### config.mk
export PLATFORM = sky130hd
export DESIGN_NAME = cobs_frame_decoder
export DESIGN_NICKNAME = d
export VERILOG_FILES = /design/src/rtl/core/cobsd_pkg.sv /design/src/rtl/core/cobs_frame_decoder.sv /design/src/rtl/core/cobsd_front.sv /design/src/rtl/core/cobsd_queue.sv
export SDC_FILE = /design/constraint.sdc
export NUM_CORES = 1
export LEC_CHECK = 0
export BUFFER_PORTS_ARGS = -buffer_cell sky130_fd_sc_hd__clkbuf_2
export CORE_MARGIN = 2
export CORE_UTILIZATION = 60
export DETAILED_ROUTE_END_ITERATION = 6
export GPL_TIMING_DRIVEN = 0
export PLACE_DENSITY = 0.79
export RECOVER_POWER = 25
export SLEW_MARGIN = 20
export SYNTH_ARGS = -nofsm -noshare
export SYNTH_HDL_FRONTEND = slang
export SYNTH_HIERARCHICAL = 1
export SYNTH_SLANG_ARGS = --single-unit
### constraint.sdc
create_clock -name clk -period 10.3 [get_ports clk]
set_input_delay 0 -clock clk [delete_from_list [all_inputs] [get_ports clk]]
set_output_delay 0 -clock clk [all_outputs]
set_load 0.01 [all_outputs]
### src/rtl/core/cobsd_pkg.sv
// ----------------------------------------------------------------------------
// COBS frame decoder package
// Shared types and constants of the decoder front end and result queue.
// ----------------------------------------------------------------------------
package cobsd_pkg;

  localparam int unsigned QUEUE_DEPTH = 4;
  localparam int unsigned QUEUE_AW    = $clog2(QUEUE_DEPTH);
  localparam int unsigned QUEUE_CW    = $clog2(QUEUE_DEPTH + 1);

  localparam logic [15:0] OUTPUT_LIMIT_RESET = 16'hffff;
  localparam logic [7:0]  CODE_MAX  = 8'hff;
  localparam logic [7:0]  CODE_ZERO = 8'h00;

  localparam logic KIND_DATA   = 1'b0;
  localparam logic KIND_STATUS = 1'b1;

  localparam logic [1:0] ST_OK             = 2'd0;
  localparam logic [1:0] ST_UNEXPECTED_ZERO = 2'd1;
  localparam logic [1:0] ST_READ_OVERFLOW  = 2'd2;
  localparam logic [1:0] ST_WRITE_OVERFLOW = 2'd3;

  typedef struct packed {
    logic        kind;
    logic [7:0]  data_byte;
    logic [1:0]  status;
    logic [15:0] consumed_cnt;
    logic [15:0] produced_cnt;
  } cobsd_result_t;

endpackage

### src/rtl/core/cobs_frame_decoder.sv
// ----------------------------------------------------------------------------
// COBS frame decoder
// Each result is registered in the result queue, whose head drives the output ports.
// Throughput: one encoded byte per cycle while the result queue is not full.
// The four-entry result queue lets input continue while results wait.
// Reset is synchronous: it clears the frame state and the queue and sets
// the output limit to 65535.
// ----------------------------------------------------------------------------
module cobs_frame_decoder (
  input  logic        clk,
  input  logic        rst_n,
  input  logic        push,
  output logic        full,
  input  logic [7:0]  in_code_byte,
  input  logic [15:0] in_source_length,
  output logic        empty,
  input  logic        pop,
  output logic        out_kind,
  output logic [7:0]  out_data_byte,
  output logic [1:0]  out_status,
  output logic [15:0] out_consumed_cnt,
  output logic [15:0] out_produced_cnt,
  input  logic        cfg_valid,
  output logic        cfg_ready,
  input  logic [15:0] cfg_output_limit
);

  cobsd_pkg::cobsd_result_t front_res;
  cobsd_pkg::cobsd_result_t queue_out;
  logic                     front_valid;
  logic                     item_accept;

  assign cfg_ready   = 1'b1;
  assign item_accept = push && !full;

  cobsd_front u_front (
    .clk           (clk),
    .rst_n         (rst_n),
    .item_accept   (item_accept),
    .code_byte     (in_code_byte),
    .source_length (in_source_length),
    .cfg_we        (cfg_valid && cfg_ready),
    .cfg_limit     (cfg_output_limit),
    .res_valid     (front_valid),
    .res           (front_res)
  );

  cobsd_queue u_queue (
    .clk     (clk),
    .rst_n   (rst_n),
    .wr_en   (front_valid),
    .wr_data (front_res),
    .rd_en   (pop),
    .rd_data (queue_out),
    .q_full  (full),
    .q_empty (empty)
  );

  assign out_kind         = queue_out.kind;
  assign out_data_byte    = queue_out.data_byte;
  assign out_status       = queue_out.status;
  assign out_consumed_cnt = queue_out.consumed_cnt;
  assign out_produced_cnt = queue_out.produced_cnt;

  a_full_not_empty: assert property (@(posedge clk) disable iff (!rst_n)
    full |-> !empty)
    else $error("Queue reports full and empty at once.");

  a_data_fields_clear: assert property (@(posedge clk) disable iff (!rst_n)
    (!empty && out_kind == cobsd_pkg::KIND_DATA) |->
      (out_status == cobsd_pkg::ST_OK && out_consumed_cnt == 16'd0 &&
       out_produced_cnt == 16'd0))
    else $error("Data transaction carries status fields.");

  a_error_no_produced: assert property (@(posedge clk) disable iff (!rst_n)
    (!empty && out_kind == cobsd_pkg::KIND_STATUS && out_status != cobsd_pkg::ST_OK)
      |-> (out_produced_cnt == 16'd0 && out_data_byte == 8'd0))
    else $error("Error status carries a produced count or data.");

endmodule

### src/rtl/core/cobsd_front.sv
// ----------------------------------------------------------------------------
// COBS decoder front end
// Accepts encoded bytes, tracks the frame and group counters, checks each
// group against the source length and output limit, and produces at most one
// result record per byte.
// ----------------------------------------------------------------------------
module cobsd_front (
  input  logic                    clk,
  input  logic                    rst_n,
  input  logic                    item_accept,
  input  logic [7:0]              code_byte,
  input  logic [15:0]             source_length,
  input  logic                    cfg_we,
  input  logic [15:0]             cfg_limit,
  output logic                    res_valid,
  output cobsd_pkg::cobsd_result_t res
);

  logic        in_frame_r,      in_frame_nxt;
  logic [7:0]  group_left_r,    group_left_nxt;
  logic        prev_max_r,      prev_max_nxt;
  logic [15:0] consumed_r,      consumed_nxt;
  logic [15:0] produced_r,      produced_nxt;
  logic [15:0] src_len_r,       src_len_nxt;
  logic [15:0] limit_r;

  logic [16:0] cons_inc;
  logic [16:0] read_need;
  logic [16:0] write_need;
  logic [16:0] prod_base;
  logic        insert;
  logic        emit;
  logic [7:0]  group_len;

  function automatic cobsd_pkg::cobsd_result_t make_status(
    input logic [1:0]  st,
    input logic [15:0] cons,
    input logic [15:0] prod
  );
    cobsd_pkg::cobsd_result_t r;
    r.kind         = cobsd_pkg::KIND_STATUS;
    r.data_byte    = 8'd0;
    r.status       = st;
    r.consumed_cnt = cons;
    r.produced_cnt = prod;
    return r;
  endfunction

  function automatic cobsd_pkg::cobsd_result_t make_data(input logic [7:0] b);
    cobsd_pkg::cobsd_result_t r;
    r.kind         = cobsd_pkg::KIND_DATA;
    r.data_byte    = b;
    r.status       = cobsd_pkg::ST_OK;
    r.consumed_cnt = 16'd0;
    r.produced_cnt = 16'd0;
    return r;
  endfunction

  assign group_len = code_byte - 8'd1;
  assign cons_inc  = {1'b0, consumed_r} + 17'd1;
  assign insert    = in_frame_r && !prev_max_r;
  assign prod_base = in_frame_r ? ({1'b0, produced_r} + {16'd0, insert}) : 17'd0;
  assign read_need = (in_frame_r ? {1'b0, consumed_r} : 17'd0) + {9'd0, code_byte};
  assign write_need = prod_base + {9'd0, group_len};

  always_comb begin
    in_frame_nxt   = in_frame_r;
    group_left_nxt = group_left_r;
    prev_max_nxt   = prev_max_r;
    consumed_nxt   = consumed_r;
    produced_nxt   = produced_r;
    src_len_nxt    = src_len_r;
    emit           = 1'b0;
    res            = make_data(cobsd_pkg::CODE_ZERO);

    if (!in_frame_r) begin
      src_len_nxt = source_length;
      if (source_length == 16'd0) begin
        emit = 1'b1;
        res  = make_status(cobsd_pkg::ST_READ_OVERFLOW, 16'd0, 16'd0);
      end else if (code_byte == cobsd_pkg::CODE_ZERO) begin
        emit = 1'b1;
        res  = make_status(cobsd_pkg::ST_UNEXPECTED_ZERO, 16'd1, 16'd0);
      end else if (read_need > {1'b0, source_length}) begin
        emit = 1'b1;
        res  = make_status(cobsd_pkg::ST_READ_OVERFLOW, 16'd0, 16'd0);
      end else if (write_need > {1'b0, limit_r}) begin
        emit = 1'b1;
        res  = make_status(cobsd_pkg::ST_WRITE_OVERFLOW, 16'd0, 16'd0);
      end else begin
        in_frame_nxt   = 1'b1;
        group_left_nxt = group_len;
        prev_max_nxt   = (code_byte == cobsd_pkg::CODE_MAX);
        consumed_nxt   = 16'd1;
        produced_nxt   = 16'd0;
      end
    end else if (group_left_r != 8'd0) begin
      if (code_byte == cobsd_pkg::CODE_ZERO) begin
        emit = 1'b1;
        res  = make_status(cobsd_pkg::ST_UNEXPECTED_ZERO, cons_inc[15:0], 16'd0);
      end else begin
        emit           = 1'b1;
        res            = make_data(code_byte);
        consumed_nxt   = cons_inc[15:0];
        produced_nxt   = produced_r + 16'd1;
        group_left_nxt = group_left_r - 8'd1;
      end
    end else begin
      if (consumed_r >= src_len_r) begin
        emit = 1'b1;
        res  = make_status(cobsd_pkg::ST_READ_OVERFLOW, 16'd0, 16'd0);
      end else if (code_byte == cobsd_pkg::CODE_ZERO) begin
        emit = 1'b1;
        res  = make_status(cobsd_pkg::ST_OK, cons_inc[15:0], produced_r);
      end else if (insert && (produced_r >= limit_r)) begin
        emit = 1'b1;
        res  = make_status(cobsd_pkg::ST_WRITE_OVERFLOW, 16'd0, 16'd0);
      end else if (read_need > {1'b0, src_len_r}) begin
        emit = 1'b1;
        res  = make_status(cobsd_pkg::ST_READ_OVERFLOW, 16'd0, 16'd0);
      end else if (write_need > {1'b0, limit_r}) begin
        emit = 1'b1;
        res  = make_status(cobsd_pkg::ST_WRITE_OVERFLOW, 16'd0, 16'd0);
      end else begin
        emit           = insert;
        res            = make_data(cobsd_pkg::CODE_ZERO);
        group_left_nxt = group_len;
        prev_max_nxt   = (code_byte == cobsd_pkg::CODE_MAX);
        consumed_nxt   = cons_inc[15:0];
        produced_nxt   = prod_base[15:0];
      end
    end

    if (emit && (res.kind == cobsd_pkg::KIND_STATUS)) begin
      in_frame_nxt   = 1'b0;
      group_left_nxt = 8'd0;
      prev_max_nxt   = 1'b0;
      consumed_nxt   = 16'd0;
      produced_nxt   = 16'd0;
    end
  end

  assign res_valid = item_accept && emit;

  always_ff @(posedge clk) begin
    if (!rst_n) begin
      in_frame_r   <= 1'b0;
      group_left_r <= 8'd0;
      prev_max_r   <= 1'b0;
      consumed_r   <= 16'd0;
      produced_r   <= 16'd0;
      src_len_r    <= 16'd0;
      limit_r      <= cobsd_pkg::OUTPUT_LIMIT_RESET;
    end else begin
      if (item_accept) begin
        in_frame_r   <= in_frame_nxt;
        group_left_r <= group_left_nxt;
        prev_max_r   <= prev_max_nxt;
        consumed_r   <= consumed_nxt;
        produced_r   <= produced_nxt;
        src_len_r    <= src_len_nxt;
      end
      if (cfg_we) begin
        limit_r <= cfg_limit;
      end
    end
  end

endmodule

### src/rtl/core/cobsd_queue.sv
// ----------------------------------------------------------------------------
// COBS decoder result queue
// Small first-in first-out store that holds result records between the
// front end and the result port, so that each side stalls on its own.
// ----------------------------------------------------------------------------
module cobsd_queue (
  input  logic                     clk,
  input  logic                     rst_n,
  input  logic                     wr_en,
  input  cobsd_pkg::cobsd_result_t wr_data,
  input  logic                     rd_en,
  output cobsd_pkg::cobsd_result_t rd_data,
  output logic                     q_full,
  output logic                     q_empty
);

  cobsd_pkg::cobsd_result_t mem [cobsd_pkg::QUEUE_DEPTH];

  logic [cobsd_pkg::QUEUE_AW-1:0] wr_ptr_r, wr_ptr_nxt;
  logic [cobsd_pkg::QUEUE_AW-1:0] rd_ptr_r, rd_ptr_nxt;
  logic [cobsd_pkg::QUEUE_CW-1:0] count_r,  count_nxt;
  logic                           do_wr;
  logic                           do_rd;

  assign q_full  = (count_r == cobsd_pkg::QUEUE_CW'(cobsd_pkg::QUEUE_DEPTH));
  assign q_empty = (count_r == '0);
  assign do_wr   = wr_en && !q_full;
  assign do_rd   = rd_en && !q_empty;
  assign rd_data = mem[rd_ptr_r];

  always_comb begin
    wr_ptr_nxt = do_wr ? wr_ptr_r + 1'b1 : wr_ptr_r;
    rd_ptr_nxt = do_rd ? rd_ptr_r + 1'b1 : rd_ptr_r;
    count_nxt  = count_r + {{(cobsd_pkg::QUEUE_CW-1){1'b0}}, do_wr}
                         - {{(cobsd_pkg::QUEUE_CW-1){1'b0}}, do_rd};
  end

  always_ff @(posedge clk) begin
    if (do_wr) begin
      mem[wr_ptr_r] <= wr_data;
    end
  end

  always_ff @(posedge clk) begin
    if (!rst_n) begin
      wr_ptr_r <= '0;
      rd_ptr_r <= '0;
      count_r  <= '0;
    end else begin
      wr_ptr_r <= wr_ptr_nxt;
      rd_ptr_r <= rd_ptr_nxt;
      count_r  <= count_nxt;
    end
  end

endmodule

==> flow_summary.yaml <==
outcome:
  status: "completed"
synth:
  synth_top_area_share: 0.357
  synth_top_flop_cell: "edfxtp_1"
  synthArstFlopShare: 0
  synth.area.top_cells: "edfxtp_1 (36%), dfxtp_1 (11%), ha_1 (9.4%)"
  syn_area_per_cell_um2: 11.1
  ys_ff_latch: 255
  yosysTopAreaCell: "edfxtp_1"
  synth_edf_count: 172
  syn_nets: 1457
  synth.cell_area_um2: 14500
  synthCells: 1300
  synth_cell_types: 94
  synth-seq-area-share: 0.472
  yosysWarnings: 6
finish:
  syn_to_final_growth_pct: 15.1
  diodes: 0
  drive_gt1_frac: 0.131
  fin_nets: 1621
  design_area_um2: 16600
  fin_cells: 1803
drt:
  ant_nets: 0
  drt-initial-drc-count: 1160
  wire_per_inst_um: 21.5
  vias: 11100
  drtPass1Iterations: 6
  drt-total-wl_mm: 38.8
  via_per_inst: 6.16
  post-route-drc-count: 0
setup_path:
  worstPathRequired_ns: 10.73
  cp-end-kind: "flip-flop"
  worst_path_max_delay_cell: "clkbuf_1"
  crit_fanout: 10
  slowest_delay_ns: 0.47
  reg2reg_to: "u_queue/count_r[2]"
  cp-start-kind: "flip-flop"
  critPathArrivalTime_ns: 8.53
  ff2ff_setup_slack_ns: 2.20
  worst_path_most_repeated_cell: "ha_1"
  reg2regPathDepth: 36
  r2r-start: "u_front/in_frame_r"
  path_delay_family: "compound AO/OA/AOI/OAI gates"
  critPathKind: "flip-flop to flip-flop"
  crit_buf_inv: 8
grt:
  grt_use_total: 0.302
  antenna_found_initial: 0
  grt_pass1_vias: 10700
  grt.overflow.total: 0
  grt_pass1_wl_mm: 59.6
  grt_max_degree: 30
pwr:
  worst_ir_drop_vdd_mv: 0.154
  power.density_nw_per_um2: 180
  p_leak_nw: 6.39
floorplan:
  rows: 56
  die_x_um: 159
  start_util: 0.614
  fp.coreArea_um2: 23500
  io_pins: 91
  die-area_um2: 25400
  dieHeight_um: 159
timing:
  tightest_slew_ns: 0.931
  max_slew_margin: 0.375
  rsz0062_at_grt: "false"
  hold_viol: 0
  period_needed_ns: 8.10
  skew_ns: 0.0185
  finalSetupTns_ns: 0
  post-route-period-util: 0.786
  drv_slew: 0
  clock.fmax_mhz: 123
  setup_viol: 0
placement:
  place_area_um2: 15400
  dp_cells: 1712
  io_buffers: 88
  dp_hpwl_mm: 27.6
  place.gp.congestion: 0.964
clock_tree:
  ctsRootBufferMaster: "clkbuf_16"
  post-cts-setup-buffer-count: 0
  h-tree-depth: 1
  cts_tree: "yes"
  cts.sinks: 255
  cts_made_buffers: 27
  clk_pin_slew_worst_paths_ns: 0.07
  clock_path_buffers: 3
  clk_latency_ns: 0.54
  ctsResizeCount: 0
hold_path:
  worstHoldPathCells: 4
  hold_class: "primary input to flip-flop"
  holdCritStartpoint: "cfg_valid"
  hold_end: "u_front/limit_r[7]"
run:
  drv_cap: 0
[worst max path at each step]
stage,start,to,slack [ns],cells past startpoint
finish,u_front/in_frame_r,u_queue/count_r[2],2.20,36
CTS,u_front/in_frame_r,u_queue/count_r[2],2.54,36
global placement,u_front/in_frame_r,u_queue/mem[2][10],2.12,25
floorplan,u_front/in_frame_r,u_queue/count_r[2],3.83,36
global route,u_front/in_frame_r,u_queue/count_r[2],1.86,36
detailed placement,u_front/in_frame_r,u_queue/count_r[2],2.64,36
[logic make-up after synthesis]
family | synth area share
AO/OA/AOI/OAI | 0.115
XOR/XNOR | 0.0356
flip-flops | 0.472
multiplexers | 0.0789
AND/OR/NAND/NOR | 0.149
adder cells (fa/ha/maj) | 0.0985
buffers and inverters | 0.0509
other | 0.000259
[flip-flops by register name, summed over array words and instances (netlist names), 3 cells and up, named ones only]
name                  count
u_queue/count_r           3
u_front/produced_r       16
u_front/group_left_r      8
u_front/consumed_r       16
u_front/limit_r          16
u_front/src_len_r        16
u_queue/mem             172
[cells in the mapped netlist, types with 4 or more instances]
cell type,number
a21boi_0,5
ha_1,109
o22ai_1,7
a31oi_1,8
o21a_1,5
mux4_2,40
nand2_1,136
clkbuf_1,32
and3_1,26
nor3_1,15
o21bai_1,7
nor4_1,14
buf_6,7
edfxtp_1,172
nand3_1,52
a21oi_1,77
inv_1,82
and2_1,18
o32ai_1,5
buf_12,4
or4_1,4
or3_1,6
dfxtp_1,83
xnor2_1,38
a32o_1,6
a211oi_1,4
nor2_1,77
nor2b_1,9
buf_4,5
o211ai_1,17
o21ai_0,47
nand2b_1,5
xor2_1,19
a22o_1,11
nand4_1,18
a21o_1,16
mux2i_1,15
or2_2,4
buf_2,11
[report_power, final]
part	switching, mW	internal, mW	total [mW]
registers	0.0362	1.15	1.18
logic	0.460	0.293	0.753
clock network	0.410	0.649	1.06
[per-layer routing]
layer / vias up / part of all wire / GRT usage
met2: 563 / 0.49 / 0.506
met4: 0 / 0.033 / 0.104
li1: 5161 / - / -
met5: - / 0 / 0
met1: 5305 / 0.40 / 0.406
met3: 82 / 0.079 / 0.0440
[layout by cell type, fill, tap and decap left out, drive strengths merged, types with 38 or more instances in the layout]
cell,count
edfxtp,172
clkbuf,163
nand2,137
ha,109
inv,84
dfxtp,83
nor2,78
a21oi,78
nand3,55
o21ai,48
mux4,43
dlygate4sd3,42
xnor2,38
[area by class of cell]
type | instances | area, µm²
plain buffers | 65 | 348
clock buffers | 33 | 718
clock inverters | 16 | 250
fillers | 1764 | 6900
inverters | 82 | 308
multi-input cells | 898 | 6900
flip-flops and latches | 255 | 6830
well taps | 319 | 399
repair buffers | 135 | 897
[repair_timing]
action | in CTS | in global routing
setup endpoints to repair | 0 | 0
hold endpoints to repair | 44 | 0
hold buffers | 42 | 0
[metrics by stage]
stage	worst slack (ns)	utilization	power [mW]	hold WS (ns)
finish	2.20	0.707	3.00	0.0443
global route	1.86	0.707	3.10	0.0513
CTS	2.54	0.713	3.04	0.00975
floorplan	3.83	-	1.71	0.126
detailed placement	2.64	0.654	1.96	0.221
global placement	2.12	0.650	1.93	0.214
[tightest hold or removal path, delay by kind of cell]
kind | cells | cell delay [ns]
AO/OA/AOI/OAI | 1 | 0.07
AND/OR/NAND/NOR | 1 | 0.11
buffers and inverters | 2 | 0.34
No activity file was read; power rests on OpenSTA's default activity.
